`config.mk`:
```
export PLATFORM = sky130hd
export DESIGN_NAME = boot_mouse_to_ps2_bytes
export DESIGN_NICKNAME = d
export VERILOG_FILES = /design/src/rtl/bm2ps2_pkg.sv /design/src/rtl/boot_mouse_to_ps2_bytes.sv /design/src/rtl/bm2ps2_front.sv /design/src/rtl/bm2ps2_queue.sv /design/src/rtl/bm2ps2_back.sv
export SDC_FILE = /design/constraint.sdc
export NUM_CORES = 1
export LEC_CHECK = 0
export ABC_AREA = 1
export ABC_CLOCK_PERIOD_IN_PS = 4500
export BUFFER_PORTS_ARGS = -buffer_cell sky130_fd_sc_hd__buf_2
export CORE_MARGIN = 3
export CORE_UTILIZATION = 49
export DETAILED_ROUTE_END_ITERATION = 7
export PLACE_DENSITY = 0.67
export SYNTH_ARGS = -nofsm -noshare
export SYNTH_HDL_FRONTEND = slang
export SYNTH_SLANG_ARGS = --single-unit
```
`constraint.sdc`:
```
create_clock -name clk -period 4.5 [get_ports clk]
set_clock_uncertainty 0.1 [all_clocks]
set_input_delay 0.45 -clock clk [delete_from_list [all_inputs] [get_ports clk]]
set_output_delay 0.45 -clock clk [all_outputs]
set_load 0.01 [all_outputs]
```
`src/rtl/bm2ps2_pkg.sv`:
```
// Shared types and constants for the boot mouse to PS/2 byte converter.
// No dependencies.
`timescale 1ns / 1ps
`default_nettype none

package bm2ps2_pkg;

    localparam int ACC_WIDTH_DEF = 16;
    localparam int JOB_BYTES     = 4;
    localparam int QUEUE_DEPTH   = 2;

    localparam logic [7:0] BTN_MASK = 8'h0f;
    localparam logic [7:0] X_SIGN   = 8'h10;
    localparam logic [7:0] Y_SIGN   = 8'h20;

    // request kinds
    localparam logic REQ_REPORT = 1'b0;
    localparam logic REQ_READ   = 1'b1;

    // configuration register indexes
    localparam int   CFG_IDX_W          = 1;
    localparam logic [CFG_IDX_W-1:0] CFG_DEVICE_PRESENT = 1'b0;
    localparam logic [CFG_IDX_W-1:0] CFG_LISTENER_OPEN  = 1'b1;

    typedef enum logic [1:0] {
        ST_BYTE   = 2'd0,
        ST_ABSENT = 2'd1,
        ST_IDLE   = 2'd2,
        ST_ZERO   = 2'd3
    } status_t;

    // One read's worth of results: bytes in emit order, index of the last one.
    typedef struct packed {
        logic [JOB_BYTES-1:0][7:0] bytes;
        logic [1:0]                last_idx;
        status_t                   status;
    } job_t;

endpackage

`default_nettype wire

```
`src/rtl/boot_mouse_to_ps2_bytes.sv`:
```
// Boot-protocol mouse report to PS/2 byte stream converter, top level.
// Depends on bm2ps2_pkg, bm2ps2_front, bm2ps2_queue and bm2ps2_back.
//
// Each input transaction is either a USB mouse report or a read request.
// Reports produce no result; they update the button latch and the
// saturating dx/dy/dz accumulators. A read produces one to four
// result transactions: PS/2 bytes in phase order (buttons with sign bits,
// low byte of dx, low byte of dy, and low byte of dz when the read still
// wants more after dy), or a single status result (absent, nothing ready,
// zero count) with last set. The front end settles a whole read in the
// cycle it is accepted and pushes it as one job into a two-entry queue; the
// back end emits one byte per cycle from the queue head through a registered
// output whenever the output is not stalled. Transactions are taken at one per
// cycle, and the input stalls only while the queue is full. Configuration writes
// are always taken (cfg_ready is tied high) and must land only while the
// block is idle.
`timescale 1ns / 1ps
`default_nettype none

module boot_mouse_to_ps2_bytes #(
    parameter int ACC_WIDTH = bm2ps2_pkg::ACC_WIDTH_DEF
) (
    input  wire logic                             clk,
    input  wire logic                             rst_n,
    // configuration write channel
    input  wire logic                             cfg_valid,
    output logic                                  cfg_ready,
    input  wire logic [bm2ps2_pkg::CFG_IDX_W-1:0] cfg_index,
    input  wire logic                             cfg_data,
    // input items
    input  wire logic                             in_valid,
    output logic                                  in_stall,
    input  wire logic                             req_type,
    input  wire logic                             report_ok,
    input  wire logic [7:0]                       report_buttons,
    input  wire logic signed [7:0]                report_dx,
    input  wire logic signed [7:0]                report_dy,
    input  wire logic signed [7:0]                report_dz,
    input  wire logic [7:0]                       read_count,
    // result items
    output logic                                  out_valid,
    input  wire logic                             out_stall,
    output logic [7:0]                            out_byte,
    output logic [1:0]                            out_status,
    output logic                                  last
);
    import bm2ps2_pkg::*;

    logic q_full;
    logic push;
    job_t push_job;
    logic q_valid;
    job_t q_head;
    logic q_pop;

    // Config registers live in the front end; no back-pressure on writes.
    assign cfg_ready = 1'b1;

    // Front: classify each transaction, update state, build the read's job.
    bm2ps2_front #(
        .ACC_WIDTH (ACC_WIDTH)
    ) u_front (
        .clk            (clk),
        .rst_n          (rst_n),
        .cfg_wr         (cfg_valid && cfg_ready),
        .cfg_index      (cfg_index),
        .cfg_data       (cfg_data),
        .in_valid       (in_valid),
        .in_stall       (in_stall),
        .req_type       (req_type),
        .report_ok      (report_ok),
        .report_buttons (report_buttons),
        .report_dx      (report_dx),
        .report_dy      (report_dy),
        .report_dz      (report_dz),
        .read_count     (read_count),
        .q_full         (q_full),
        .push           (push),
        .push_job       (push_job)
    );

    // Hold finished read jobs so the front keeps going while output stalls.
    bm2ps2_queue u_queue (
        .clk      (clk),
        .rst_n    (rst_n),
        .push     (push),
        .push_job (push_job),
        .full     (q_full),
        .q_valid  (q_valid),
        .q_head   (q_head),
        .q_pop    (q_pop)
    );

    // Back: serialize the head job onto the result channel.
    bm2ps2_back u_back (
        .clk        (clk),
        .rst_n      (rst_n),
        .q_valid    (q_valid),
        .q_head     (q_head),
        .q_pop      (q_pop),
        .out_valid  (out_valid),
        .out_stall  (out_stall),
        .out_byte   (out_byte),
        .out_status (out_status),
        .last       (last)
    );

endmodule

`default_nettype wire

```
`src/rtl/bm2ps2_front.sv`:
```
// Front end: config registers, report accumulation and read classification.
// Depends on bm2ps2_pkg; pushes one job per read into bm2ps2_queue.
`timescale 1ns / 1ps
`default_nettype none

module bm2ps2_front #(
    parameter int ACC_WIDTH = bm2ps2_pkg::ACC_WIDTH_DEF
) (
    input  wire logic                                 clk,
    input  wire logic                                 rst_n,
    input  wire logic                                 cfg_wr,
    input  wire logic [bm2ps2_pkg::CFG_IDX_W-1:0]     cfg_index,
    input  wire logic                                 cfg_data,
    input  wire logic                                 in_valid,
    output logic                                      in_stall,
    input  wire logic                                 req_type,
    input  wire logic                                 report_ok,
    input  wire logic [7:0]                           report_buttons,
    input  wire logic signed [7:0]                    report_dx,
    input  wire logic signed [7:0]                    report_dy,
    input  wire logic signed [7:0]                    report_dz,
    input  wire logic [7:0]                           read_count,
    input  wire logic                                 q_full,
    output logic                                      push,
    output bm2ps2_pkg::job_t                          push_job
);
    import bm2ps2_pkg::*;

    localparam int EXT_W = ACC_WIDTH + 1;
    localparam logic signed [EXT_W-1:0] SAT_HI = {2'b00, {(ACC_WIDTH-1){1'b1}}};
    localparam logic signed [EXT_W-1:0] SAT_LO = {2'b11, {(ACC_WIDTH-1){1'b0}}};

    logic                        present_reg, present_next;
    logic                        listen_reg, listen_next;
    logic [3:0]                  held_reg, held_next;
    logic signed [ACC_WIDTH-1:0] sum_dx_reg, sum_dx_next;
    logic signed [ACC_WIDTH-1:0] sum_dy_reg, sum_dy_next;
    logic signed [ACC_WIDTH-1:0] sum_dz_reg, sum_dz_next;
    logic                        news_reg, news_next;
    logic [1:0]                  phase_reg, phase_next;

    logic                        accept;
    logic                        take_report;
    logic                        byte_read;
    logic signed [EXT_W-1:0]     dx_ext, dy_ext, dz_ext;
    logic [2:0]                  start, cnt4, avail, n_bytes, end_pos;
    logic [JOB_BYTES-1:0][7:0]   slot;
    logic [JOB_BYTES-1:0]        clr;

    function automatic logic [ACC_WIDTH-1:0] sat(input logic signed [EXT_W-1:0] v);
        if (v > SAT_HI)
            return SAT_HI[ACC_WIDTH-1:0];
        else if (v < SAT_LO)
            return SAT_LO[ACC_WIDTH-1:0];
        else
            return v[ACC_WIDTH-1:0];
    endfunction

    assign in_stall    = q_full;
    assign accept      = in_valid && !in_stall;
    assign take_report = accept && (req_type == REQ_REPORT) && report_ok && listen_reg;
    assign byte_read   = accept && (req_type == REQ_READ) && present_reg && news_reg
                         && (read_count != 8'd0);
    assign push        = accept && (req_type == REQ_READ);

    assign dx_ext = EXT_W'(sum_dx_reg) + EXT_W'(report_dx);
    assign dy_ext = EXT_W'(sum_dy_reg) - EXT_W'(report_dy);
    assign dz_ext = EXT_W'(sum_dz_reg) - EXT_W'(report_dz);

    // Byte slots in phase order: buttons, dx, dy, dz.
    always_comb
    begin
        slot[0] = {4'b0000, held_reg}
                  | (sum_dx_reg[ACC_WIDTH-1] ? X_SIGN : 8'h00)
                  | (sum_dy_reg[ACC_WIDTH-1] ? Y_SIGN : 8'h00);
        slot[1] = sum_dx_reg[7:0];
        slot[2] = sum_dy_reg[7:0];
        slot[3] = sum_dz_reg[7:0];
    end

    // A read emits slots start..start+n-1, n = min(count, 4 - start).
    always_comb
    begin
        start   = (phase_reg == 2'd3) ? 3'd0 : {1'b0, phase_reg};
        cnt4    = (read_count > 8'd4) ? 3'd4 : read_count[2:0];
        avail   = 3'd4 - start;
        n_bytes = (cnt4 < avail) ? cnt4 : avail;
        end_pos = start + n_bytes;
    end

    always_comb
    begin
        logic [2:0] idx;
        idx      = '0;
        push_job = '0;
        priority if (!present_reg)
        begin
            push_job.status = ST_ABSENT;
        end
        else if (!news_reg)
        begin
            push_job.status = ST_IDLE;
        end
        else if (read_count == 8'd0)
        begin
            push_job.status = ST_ZERO;
        end
        else
        begin
            push_job.status   = ST_BYTE;
            push_job.last_idx = 2'(n_bytes - 3'd1);
            for (int k = 0; k < JOB_BYTES; k++)
            begin
                idx = start + 3'(k);
                push_job.bytes[k] = (idx < 3'd4) ? slot[idx[1:0]] : 8'h00;
            end
        end
    end

    always_comb
    begin
        for (int j = 0; j < JOB_BYTES; j++)
            clr[j] = byte_read && (3'(j) >= start) && (3'(j) < end_pos);
    end

    always_comb
    begin
        present_next = present_reg;
        listen_next  = listen_reg;
        held_next    = held_reg;
        sum_dx_next  = sum_dx_reg;
        sum_dy_next  = sum_dy_reg;
        sum_dz_next  = sum_dz_reg;
        news_next    = news_reg;
        phase_next   = phase_reg;

        if (cfg_wr && (cfg_index == CFG_DEVICE_PRESENT))
            present_next = cfg_data;
        if (cfg_wr && (cfg_index == CFG_LISTENER_OPEN))
            listen_next = cfg_data;

        if (take_report)
        begin
            held_next   = report_buttons[3:0] & BTN_MASK[3:0];
            sum_dx_next = sat(dx_ext);
            sum_dy_next = sat(dy_ext);
            sum_dz_next = sat(dz_ext);
            news_next   = 1'b1;
        end

        if (byte_read)
        begin
            news_next  = 1'b0;
            phase_next = (end_pos >= 3'd3) ? 2'd0 : end_pos[1:0];
            if (clr[0])
                held_next = '0;
            if (clr[1])
                sum_dx_next = '0;
            if (clr[2])
                sum_dy_next = '0;
            if (clr[3])
                sum_dz_next = '0;
        end
    end

    always_ff @(posedge clk or negedge rst_n)
    begin
        if (!rst_n)
        begin
            present_reg <= 1'b0;
            listen_reg  <= 1'b0;
            held_reg    <= '0;
            sum_dx_reg  <= '0;
            sum_dy_reg  <= '0;
            sum_dz_reg  <= '0;
            news_reg    <= 1'b0;
            phase_reg   <= '0;
        end
        else
        begin
            present_reg <= present_next;
            listen_reg  <= listen_next;
            held_reg    <= held_next;
            sum_dx_reg  <= sum_dx_next;
            sum_dy_reg  <= sum_dy_next;
            sum_dz_reg  <= sum_dz_next;
            news_reg    <= news_next;
            phase_reg   <= phase_next;
        end
    end

endmodule

`default_nettype wire

```
`src/rtl/bm2ps2_queue.sv`:
```
// Short job queue between the front and back ends.
// Depends on bm2ps2_pkg for job_t and QUEUE_DEPTH.
`timescale 1ns / 1ps
`default_nettype none

module bm2ps2_queue (
    input  wire logic        clk,
    input  wire logic        rst_n,
    input  wire logic        push,
    input  bm2ps2_pkg::job_t push_job,
    output logic             full,
    output logic             q_valid,
    output bm2ps2_pkg::job_t q_head,
    input  wire logic        q_pop
);
    import bm2ps2_pkg::*;

    localparam int PTR_W = (QUEUE_DEPTH > 1) ? $clog2(QUEUE_DEPTH) : 1;
    localparam int CNT_W = $clog2(QUEUE_DEPTH + 1);

    job_t               slot_reg [QUEUE_DEPTH];
    logic [PTR_W-1:0]   wr_ptr_reg, wr_ptr_next;
    logic [PTR_W-1:0]   rd_ptr_reg, rd_ptr_next;
    logic [CNT_W-1:0]   cnt_reg, cnt_next;
    logic               do_push, do_pop;

    function automatic logic [PTR_W-1:0] bump(input logic [PTR_W-1:0] p);
        return (p == PTR_W'(QUEUE_DEPTH - 1)) ? '0 : p + PTR_W'(1);
    endfunction

    assign full    = (cnt_reg == CNT_W'(QUEUE_DEPTH));
    assign q_valid = (cnt_reg != '0);
    assign q_head  = slot_reg[rd_ptr_reg];
    assign do_push = push && !full;
    assign do_pop  = q_pop && q_valid;

    always_comb
    begin
        wr_ptr_next = do_push ? bump(wr_ptr_reg) : wr_ptr_reg;
        rd_ptr_next = do_pop  ? bump(rd_ptr_reg) : rd_ptr_reg;
        cnt_next    = cnt_reg + CNT_W'(do_push) - CNT_W'(do_pop);
    end

    always_ff @(posedge clk)
    begin
        if (do_push)
            slot_reg[wr_ptr_reg] <= push_job;
    end

    always_ff @(posedge clk or negedge rst_n)
    begin
        if (!rst_n)
        begin
            wr_ptr_reg <= '0;
            rd_ptr_reg <= '0;
            cnt_reg    <= '0;
        end
        else
        begin
            wr_ptr_reg <= wr_ptr_next;
            rd_ptr_reg <= rd_ptr_next;
            cnt_reg    <= cnt_next;
        end
    end

endmodule

`default_nettype wire

```
`src/rtl/bm2ps2_back.sv`:
```
// Back end: walks the head job one byte per cycle, when not stalled, into the output register.
// Depends on bm2ps2_pkg; fed by bm2ps2_queue.
`timescale 1ns / 1ps
`default_nettype none

module bm2ps2_back (
    input  wire logic        clk,
    input  wire logic        rst_n,
    input  wire logic        q_valid,
    input  bm2ps2_pkg::job_t q_head,
    output logic             q_pop,
    output logic             out_valid,
    input  wire logic        out_stall,
    output logic [7:0]       out_byte,
    output logic [1:0]       out_status,
    output logic             last
);
    import bm2ps2_pkg::*;

    logic       out_valid_reg, out_valid_next;
    logic [1:0] idx_reg, idx_next;
    logic [7:0] byte_reg, byte_next;
    logic [1:0] status_reg, status_next;
    logic       last_reg, last_next;
    logic       load;
    logic       at_end;

    assign load   = !out_valid_reg || !out_stall;
    assign at_end = (idx_reg == q_head.last_idx);

    always_comb
    begin
        out_valid_next = out_valid_reg;
        idx_next       = idx_reg;
        byte_next      = byte_reg;
        status_next    = status_reg;
        last_next      = last_reg;
        q_pop          = 1'b0;
        if (load)
        begin
            out_valid_next = q_valid;
            if (q_valid)
            begin
                byte_next   = q_head.bytes[idx_reg];
                status_next = q_head.status;
                last_next   = at_end;
                // advance within the job, drop it after its last byte
                q_pop       = at_end;
                idx_next    = at_end ? 2'd0 : idx_reg + 2'd1;
            end
        end
    end

    always_ff @(posedge clk or negedge rst_n)
    begin
        if (!rst_n)
        begin
            out_valid_reg <= 1'b0;
            idx_reg       <= '0;
        end
        else
        begin
            out_valid_reg <= out_valid_next;
            idx_reg       <= idx_next;
        end
    end

    always_ff @(posedge clk)
    begin
        byte_reg   <= byte_next;
        status_reg <= status_next;
        last_reg   <= last_next;
    end

    assign out_valid  = out_valid_reg;
    assign out_byte   = byte_reg;
    assign out_status = status_reg;
    assign last       = last_reg;

endmodule

`default_nettype wire

```
### After elaboration in Yosys (flattened, before gate mapping)

Memories as Yosys holds them, arrays and structs flattened.
Index checks and enable logic that the tools add are counted.

* reductions and logical operators: 29
* eq/ne operators: 3
* multiplexer cells: 53
* $add $sub $neg: 14
* $lt $le $gt $ge: 26
* bitwise operators: 4

Operator list (number)
* two-way mux 16 bit: 15
* two-way mux 34 bit: 3
* binary-select mux 8 bit (select 2 bit): 5
* two-way mux 8 bit: 9
* > comparator 17 x 16 -> 1 bit (second input constant): 3
* < comparator 17 x 16 -> 1 bit (second input constant): 3
* subtractor 16 x 8 -> 17 bit: 2
* logical AND 1 bit: 20
* adder 16 x 8 -> 17 bit: 1
* < comparator 2 x 3 -> 1 bit (second input constant): 5
* < comparator 3 bit (second input constant): 4
* two-way mux 2 bit: 6
* two-way mux 4 bit: 3
* > comparator 8 x 3 -> 1 bit (second input constant): 1
* zero test 8 bit: 1
* two-way mux 1 bit: 8
* OR 4 x 8 -> 8 bit: 1
* OR 8 bit: 1
* nonzero test 8 bit: 1
* adder 3 x 2 -> 3 bit (second input constant): 2
* >= comparator 1 x 3 -> 1 bit (first input constant): 2
* >= comparator 2 x 3 -> 1 bit (first input constant): 2
* < comparator 1 x 3 -> 1 bit (first input constant): 2
* < comparator 2 x 3 -> 1 bit (first input constant): 2
* other kinds (20): 27

* memories: 1
* output and inout bits: 14
* input port bits: 49
* register bits: 75
* logic and storage cells: 146
* RAM bits: 72

Memories
* u_queue.slot_reg: depth 2, bits a word 36, rd ports 1, clocked after Yosys merged registers in 0, wr ports 1, RTL line bm2ps2_queue.sv:21 `job_t slot_reg [QUEUE_DEPTH];`

### Logic depth before layout (Yosys ltp)

* word-level depth: 11
* mapped depth: 26
* mapped depth without buffers: 23

### Hierarchy

Synthesis repeated with hierarchy kept, for this count alone.

* cells, all modules: 1273
* area, all modules: 10079.7 µm²

By module, submodules not included
* bm2ps2_front: sequential area each 1426.4 µm², instances 1, cells each 968, area an instance 6434.9 µm²
* bm2ps2_queue: sequential area each 2262.2 µm², instances 1, cells each 220, area an instance 2865.2 µm²
* bm2ps2_back: sequential area each 405.4 µm², instances 1, cells each 83, area an instance 768.2 µm²
* boot_mouse_to_ps2_bytes: sequential area each 0.0 µm², instances 1, cells each 2, area an instance 11.3 µm²

### Worst setup path before layout

No wires, ideal clock.

* path type: register -> register
* start: register u_front.phase_reg[1]
* end: register u_front.sum_dy_reg[6]
* arrival time: 3816 ps
* cell stages (with the launch flop): 27
* clock period less this slack: 4042 ps
* path slack: 458 ps
* library setup time: 126 ps
* required time: 4274 ps
* buffers on the path: 3
* cell sequence: dfrtp_1 inv_1 ha_1 buf_2 inv_1 clkbuf_1 ha_1 inv_1 ha_1 a21oi_1 nand2_1 nor2_1 a21oi_1 inv_1 ha_1 inv_1 fa_1 or2_2 nand2_1 inv_1 nand2_1 inv_1 nor2_4 nand3b_4 buf_6 o21ai_0 a21oi_2

* cells in the longest elaborated chain, start to end: 10
* elaborated cells on any way between the ends: 12
* classes of those cells: add/sub (2); order compare (3); eq/ne (1); mux (4); reduce/logical (2)

RTL lines
* start, declared: RTL line bm2ps2_front.sv:40 `logic [1:0] phase_reg, phase_next;`
* start signal, assigned: RTL line bm2ps2_front.sv:188 `phase_reg <= phase_next;`
* equality test 2 bit: RTL line bm2ps2_front.sv:84 `start = (phase_reg == 2'd3) ? 3'd0 : {1'b0, phase_reg};`
* two-way mux 2 bit *: RTL line bm2ps2_front.sv:84
* subtractor 3 bit: RTL line bm2ps2_front.sv:86 `avail = 3'd4 - start;`
* < comparator 3 bit: RTL line bm2ps2_front.sv:87 `n_bytes = (cnt4 < avail) ? cnt4 : avail;`
* two-way mux 3 bit: RTL line bm2ps2_front.sv:87
* adder 2 x 3 -> 3 bit: RTL line bm2ps2_front.sv:88 `end_pos = start + n_bytes;`
* < comparator 2 x 3 -> 1 bit: RTL line bm2ps2_front.sv:123 `clr[j] = byte_read && (3'(j) >= start) && (3'(j) < end_pos);`
* logical AND 1 bit *: RTL line bm2ps2_front.sv:123
* two-way mux 16 bit *: RTL line bm2ps2_front.sv:159 `if (clr[2])`
* two-way mux 16 bit *: RTL line bm2ps2_front.sv:151 `if (byte_read)`
* via u_front.sum_dy_next[6]: RTL line bm2ps2_front.sv:37 `logic signed [ACC_WIDTH-1:0] sum_dy_reg, sum_dy_next;`
* end signal, assigned: RTL line bm2ps2_front.sv:185 `sum_dy_reg <= sum_dy_next;`
* end, declared: RTL line bm2ps2_front.sv:37

The timed path passes the listed nets; every way through them passes the cells marked *.
A chain may end at the register's enable or synchronous reset.

### Worst setup path after layout

* start: register u_front.phase_reg[0]
* end: register u_front.sum_dy_reg[7]

Same word-level chain as after synthesis.

==> run summary <==
=========================================================================================
Result of the run .......................................................... finished, final reports clean
Proportion of register bits with asynchronous set or reset after synthesis .        0.435
Buf+Inv Stages, Crit Path ..................................................            7
Via count of the routed design .............................................         8010
Number of remaining DRC errors .............................................            0
Worst EP required ..........................................................      4.67 ns
Pre-CTS setup slack ........................................................     0.618 ns
Max clock buf depth ........................................................            2
Weighted congestion at the end of routability-driven global placement ......        0.903
Initial drt markers ........................................................          515
Worst vdd rail ir drop .....................................................       348 uV
Area of the core ...........................................................   19700 um^2
Detailed-route wire length .................................................      22.2 mm
Wire per inst ..............................................................      14.3 um
Post-DP HPWL ...............................................................      15.7 mm
Layout cells sized above 1 .................................................        0.141
Most used flip-flop cell after synthesis ................................... sky130_fd_sc_hd__edfxtp_1
Synthesized instance count .................................................         1225
Highest clock rate .........................................................      255 MHz
Remaining max-slew budget at the tightest pin ..............................        0.476
GR Overflow Total ..........................................................            0
Max-slew violation count ...................................................            0
Total number of clock tree sinks ...........................................          147
Unrepaired setup endpoints after global routing ............................           no
Warnings from Yosys ........................................................            0
Post-CTS resize count ......................................................            0
Leakage power total ........................................................      5.14 nW
Maximum number of pins on one net before global-route repair ...............           52
Register area share after synthesis ........................................        0.415
Capturing element type of the critical path ................................     register
Worst-case hold slack ......................................................     0.135 ns
Initial core utilization ...................................................        0.502
P&R area growth vs syn .....................................................        10.7%
Path type of the worst setup path .......................................... register to register
Number of synthesized register bits ........................................          147
Number of buffers inserted for hold repair after clock tree synthesis ......            1
Power per Cell Area ........................................................  740 nW/um^2
Wire length of the first global-routing pass ...............................      36.9 mm
Maximum fanout count along the critical path ...............................           13
Flip-flop count of the largest register, all copies and words added ........           72
Yosys cell types ...........................................................           50
Final layout net count .....................................................         1388
Layout Utilization .........................................................        0.556
Fin crit period ............................................................      3.93 ns
Height of the chip .........................................................       148 um
Root buffer selected by CTS ................................................ sky130_fd_sc_hd__clkbuf_16
TritonCTS buffer count .....................................................           17
Maxcap violations ..........................................................            0
Antenna-violating nets left ................................................            0
Worst setup margin .........................................................     0.575 ns
Via count of the first global-routing pass .................................         7474
Final total power ..........................................................      8.08 mW
Crit path DAT ..............................................................      4.09 ns
Net count after synthesis ..................................................         1339
Initial antenna violation count ............................................            0
Crit-path most repeated cell ............................................... sky130_fd_sc_hd__inv_1
Initial DRT Pass Iterations ................................................            5
Number of setup buffers added after CTS ....................................            0
Final count of hold timing violations ......................................            0
Kind of launch point of the worst setup path ...............................     register
Finish-stage setup viols ...................................................            0
Family with the most delay on the worst path ...............................  adder cells
Slew @ Worst Pin ...........................................................     0.786 ns
Source-to-sink clock delay at the later pin of the worst-skew pair .........      0.43 ns
Fillers ....................................................................         1896
Number of flops mapped to enable cells by yosys ............................           83
Largest stage delay on the critical path ...................................      0.37 ns
Chain of cells forming the critical path ................................... inv_1, ha_1, inv_1, ha_1, inv_1, ha_1, a21oi_1, nand2_1, nor2_1, a21oi_1, inv_1, ha_1, inv_1, fa_1, or2_2, nand2_1, inv_1, nand2_1, inv_1, nor2_4, nand3b_4, o21ai_0, a21oi_2
Total die area .............................................................   21900 um^2
Total global-route track usage .............................................        0.210
Width of the chip ..........................................................       148 um
Post-detailed-route via-to-cell ratio ......................................         5.16
Number of ports placed on the die boundary .................................           63
Antenna fix cells ..........................................................            0
CTS tree ...................................................................        built
Aggregate negative setup slack .............................................         0 ns
Count of input and output buffers ..........................................           57
Hold Crit Class ............................................................ primary input to register
Synthesized cell area ......................................................    9870 um^2
H-tree lvl count ...........................................................            4
Clock-pin transition on the worst setup and hold timing paths ..............      0.07 ns
Number of placement rows ...................................................           51
Avg Synthesized Cell Area ..................................................    8.06 um^2
Portion of the clock cycle consumed by the worst path in the final layout ..        0.872
Critical-path cell with the highest stage delay ............................ sky130_fd_sc_hd__fa_1
=========================================================================================
## cells by family after synthesis
| logic type | count (synthesis) | synth area share |
|---|---|---|
| AOI/OAI and AO/OA | 247 | 0.149 |
| adders and majority gates | 65 | 0.0854 |
| other | 1 | 0.000380 |
| muxes | 4 | 0.00406 |
| and+or+nand+nor | 540 | 0.232 |
| xor gates and xnor gates | 40 | 0.0355 |
| DFF | 147 | 0.415 |
| buffers and inverters | 181 | 0.0782 |
## worst min-delay path, cell delays in order
cell and delay [ns]:
sky130_fd_sc_hd__buf_2 0.07, sky130_fd_sc_hd__nand2_1 0.05, sky130_fd_sc_hd__nand2_1 0.06
## per-layer routing
layer / GRT usage / vias to the layer above / part of all wire
met5: 0 / - / 0
met4: 0.0665 / 0 / 0.021
met3: 0.0282 / 30 / 0.037
met2: 0.343 / 171 / 0.47
met1: 0.291 / 3673 / 0.47
li1: - / 4136 / -
## through the flow
| stage | instances | instance area, um^2 |
|---|---|---|
| after floorplan | 1225 | 9870 |
| after global placement | 1519 | 10300 |
| after detailed placement | 1519 | 10300 |
| after CTS | 1552 | 10900 |
| after global routing | 1552 | 10900 |
| final | 1552 | 10900 |
## final timing paths
check | from | endpoint | slack, ns | depth (start not counted)
min reg2reg | u_back.out_valid | u_back.out_valid | 0.39 | 2
min | out_stall | u_back.out_valid | 0.13 | 3
max | u_front.phase_reg[0] | u_front.sum_dy_reg[7] | 0.57 | 23
max in group asynchronous | rst_n | u_front.sum_dx_reg[1] | 2.83 | 3
min in group asynchronous | rst_n | u_queue.cnt_reg[1] | 0.40 | 2
max reg2reg | u_front.phase_reg[0] | u_front.sum_dy_reg[7] | 0.57 | 23
## report_power, final
part / switching, mW / internal (mW) / total (mW)
registers: 0.269 / 1.99 / 2.26
logic: 2.89 / 1.54 / 4.43
clock network: 0.623 / 0.765 / 1.39
total: 3.78 / 4.30 / 8.08
## final cells by class
class / count / area, um^2 / share of cell area
clock inverters: 14 / 128 / 0.0117
flip-flops and latches: 147 / 4090 / 0.375
well taps: 265 / 332 / 0.0303
inverters: 142 / 533 / 0.0488
multi-input cells: 897 / 5010 / 0.459
clock buffers: 18 / 450 / 0.0412
repair buffers: 69 / 378 / 0.0346
## cell usage in the layout, fill, tap and decap left out, types with 8 or more instances in the layout
master and instances:
sky130_fd_sc_hd__a21oi_1 77, sky130_fd_sc_hd__buf_2 57, sky130_fd_sc_hd__clkbuf_16 18, sky130_fd_sc_hd__nand3_1 43, sky130_fd_sc_hd__ha_1 61, sky130_fd_sc_hd__o22ai_1 8
sky130_fd_sc_hd__dfrtp_1 64, sky130_fd_sc_hd__nand2_1 317, sky130_fd_sc_hd__inv_1 133, sky130_fd_sc_hd__nand2_2 20, sky130_fd_sc_hd__xnor2_1 15, sky130_fd_sc_hd__nor2_1 118
sky130_fd_sc_hd__o21ai_0 94, sky130_fd_sc_hd__edfxtp_1 83, sky130_fd_sc_hd__a21oi_2 33, sky130_fd_sc_hd__a31oi_1 13, sky130_fd_sc_hd__buf_4 11, sky130_fd_sc_hd__xor2_1 25
## synth_stat cells (4+ instances only)
cell / instances / area share
sky130_fd_sc_hd__xnor2_1: 15 / 0.013
sky130_fd_sc_hd__buf_2: 7 / 0.0035
sky130_fd_sc_hd__or2_1: 4 / 0.0025
sky130_fd_sc_hd__fa_1: 4 / 0.0081
sky130_fd_sc_hd__edfxtp_1: 83 / 0.25
sky130_fd_sc_hd__inv_1: 133 / 0.051
sky130_fd_sc_hd__dfrtp_1: 64 / 0.16
sky130_fd_sc_hd__a31oi_1: 13 / 0.0082
sky130_fd_sc_hd__nand2_2: 20 / 0.013
sky130_fd_sc_hd__nor3_1: 7 / 0.0035
sky130_fd_sc_hd__nand2_4: 4 / 0.0046
sky130_fd_sc_hd__nor2_1: 121 / 0.046
sky130_fd_sc_hd__buf_6: 8 / 0.0091
sky130_fd_sc_hd__o22ai_1: 8 / 0.0051
sky130_fd_sc_hd__o21ai_0: 94 / 0.048
sky130_fd_sc_hd__ha_1: 61 / 0.077
sky130_fd_sc_hd__inv_2: 6 / 0.0023
sky130_fd_sc_hd__nand3b_1: 6 / 0.0046
sky130_fd_sc_hd__nand2_1: 317 / 0.12
sky130_fd_sc_hd__nand3_1: 43 / 0.022
sky130_fd_sc_hd__clkbuf_1: 19 / 0.0072
sky130_fd_sc_hd__a221oi_1: 6 / 0.0053
sky130_fd_sc_hd__xor2_1: 25 / 0.022
sky130_fd_sc_hd__mux2i_1: 4 / 0.0041
sky130_fd_sc_hd__a21oi_2: 33 / 0.029
sky130_fd_sc_hd__a21oi_1: 77 / 0.039
(Power assumes the default switching activity.)
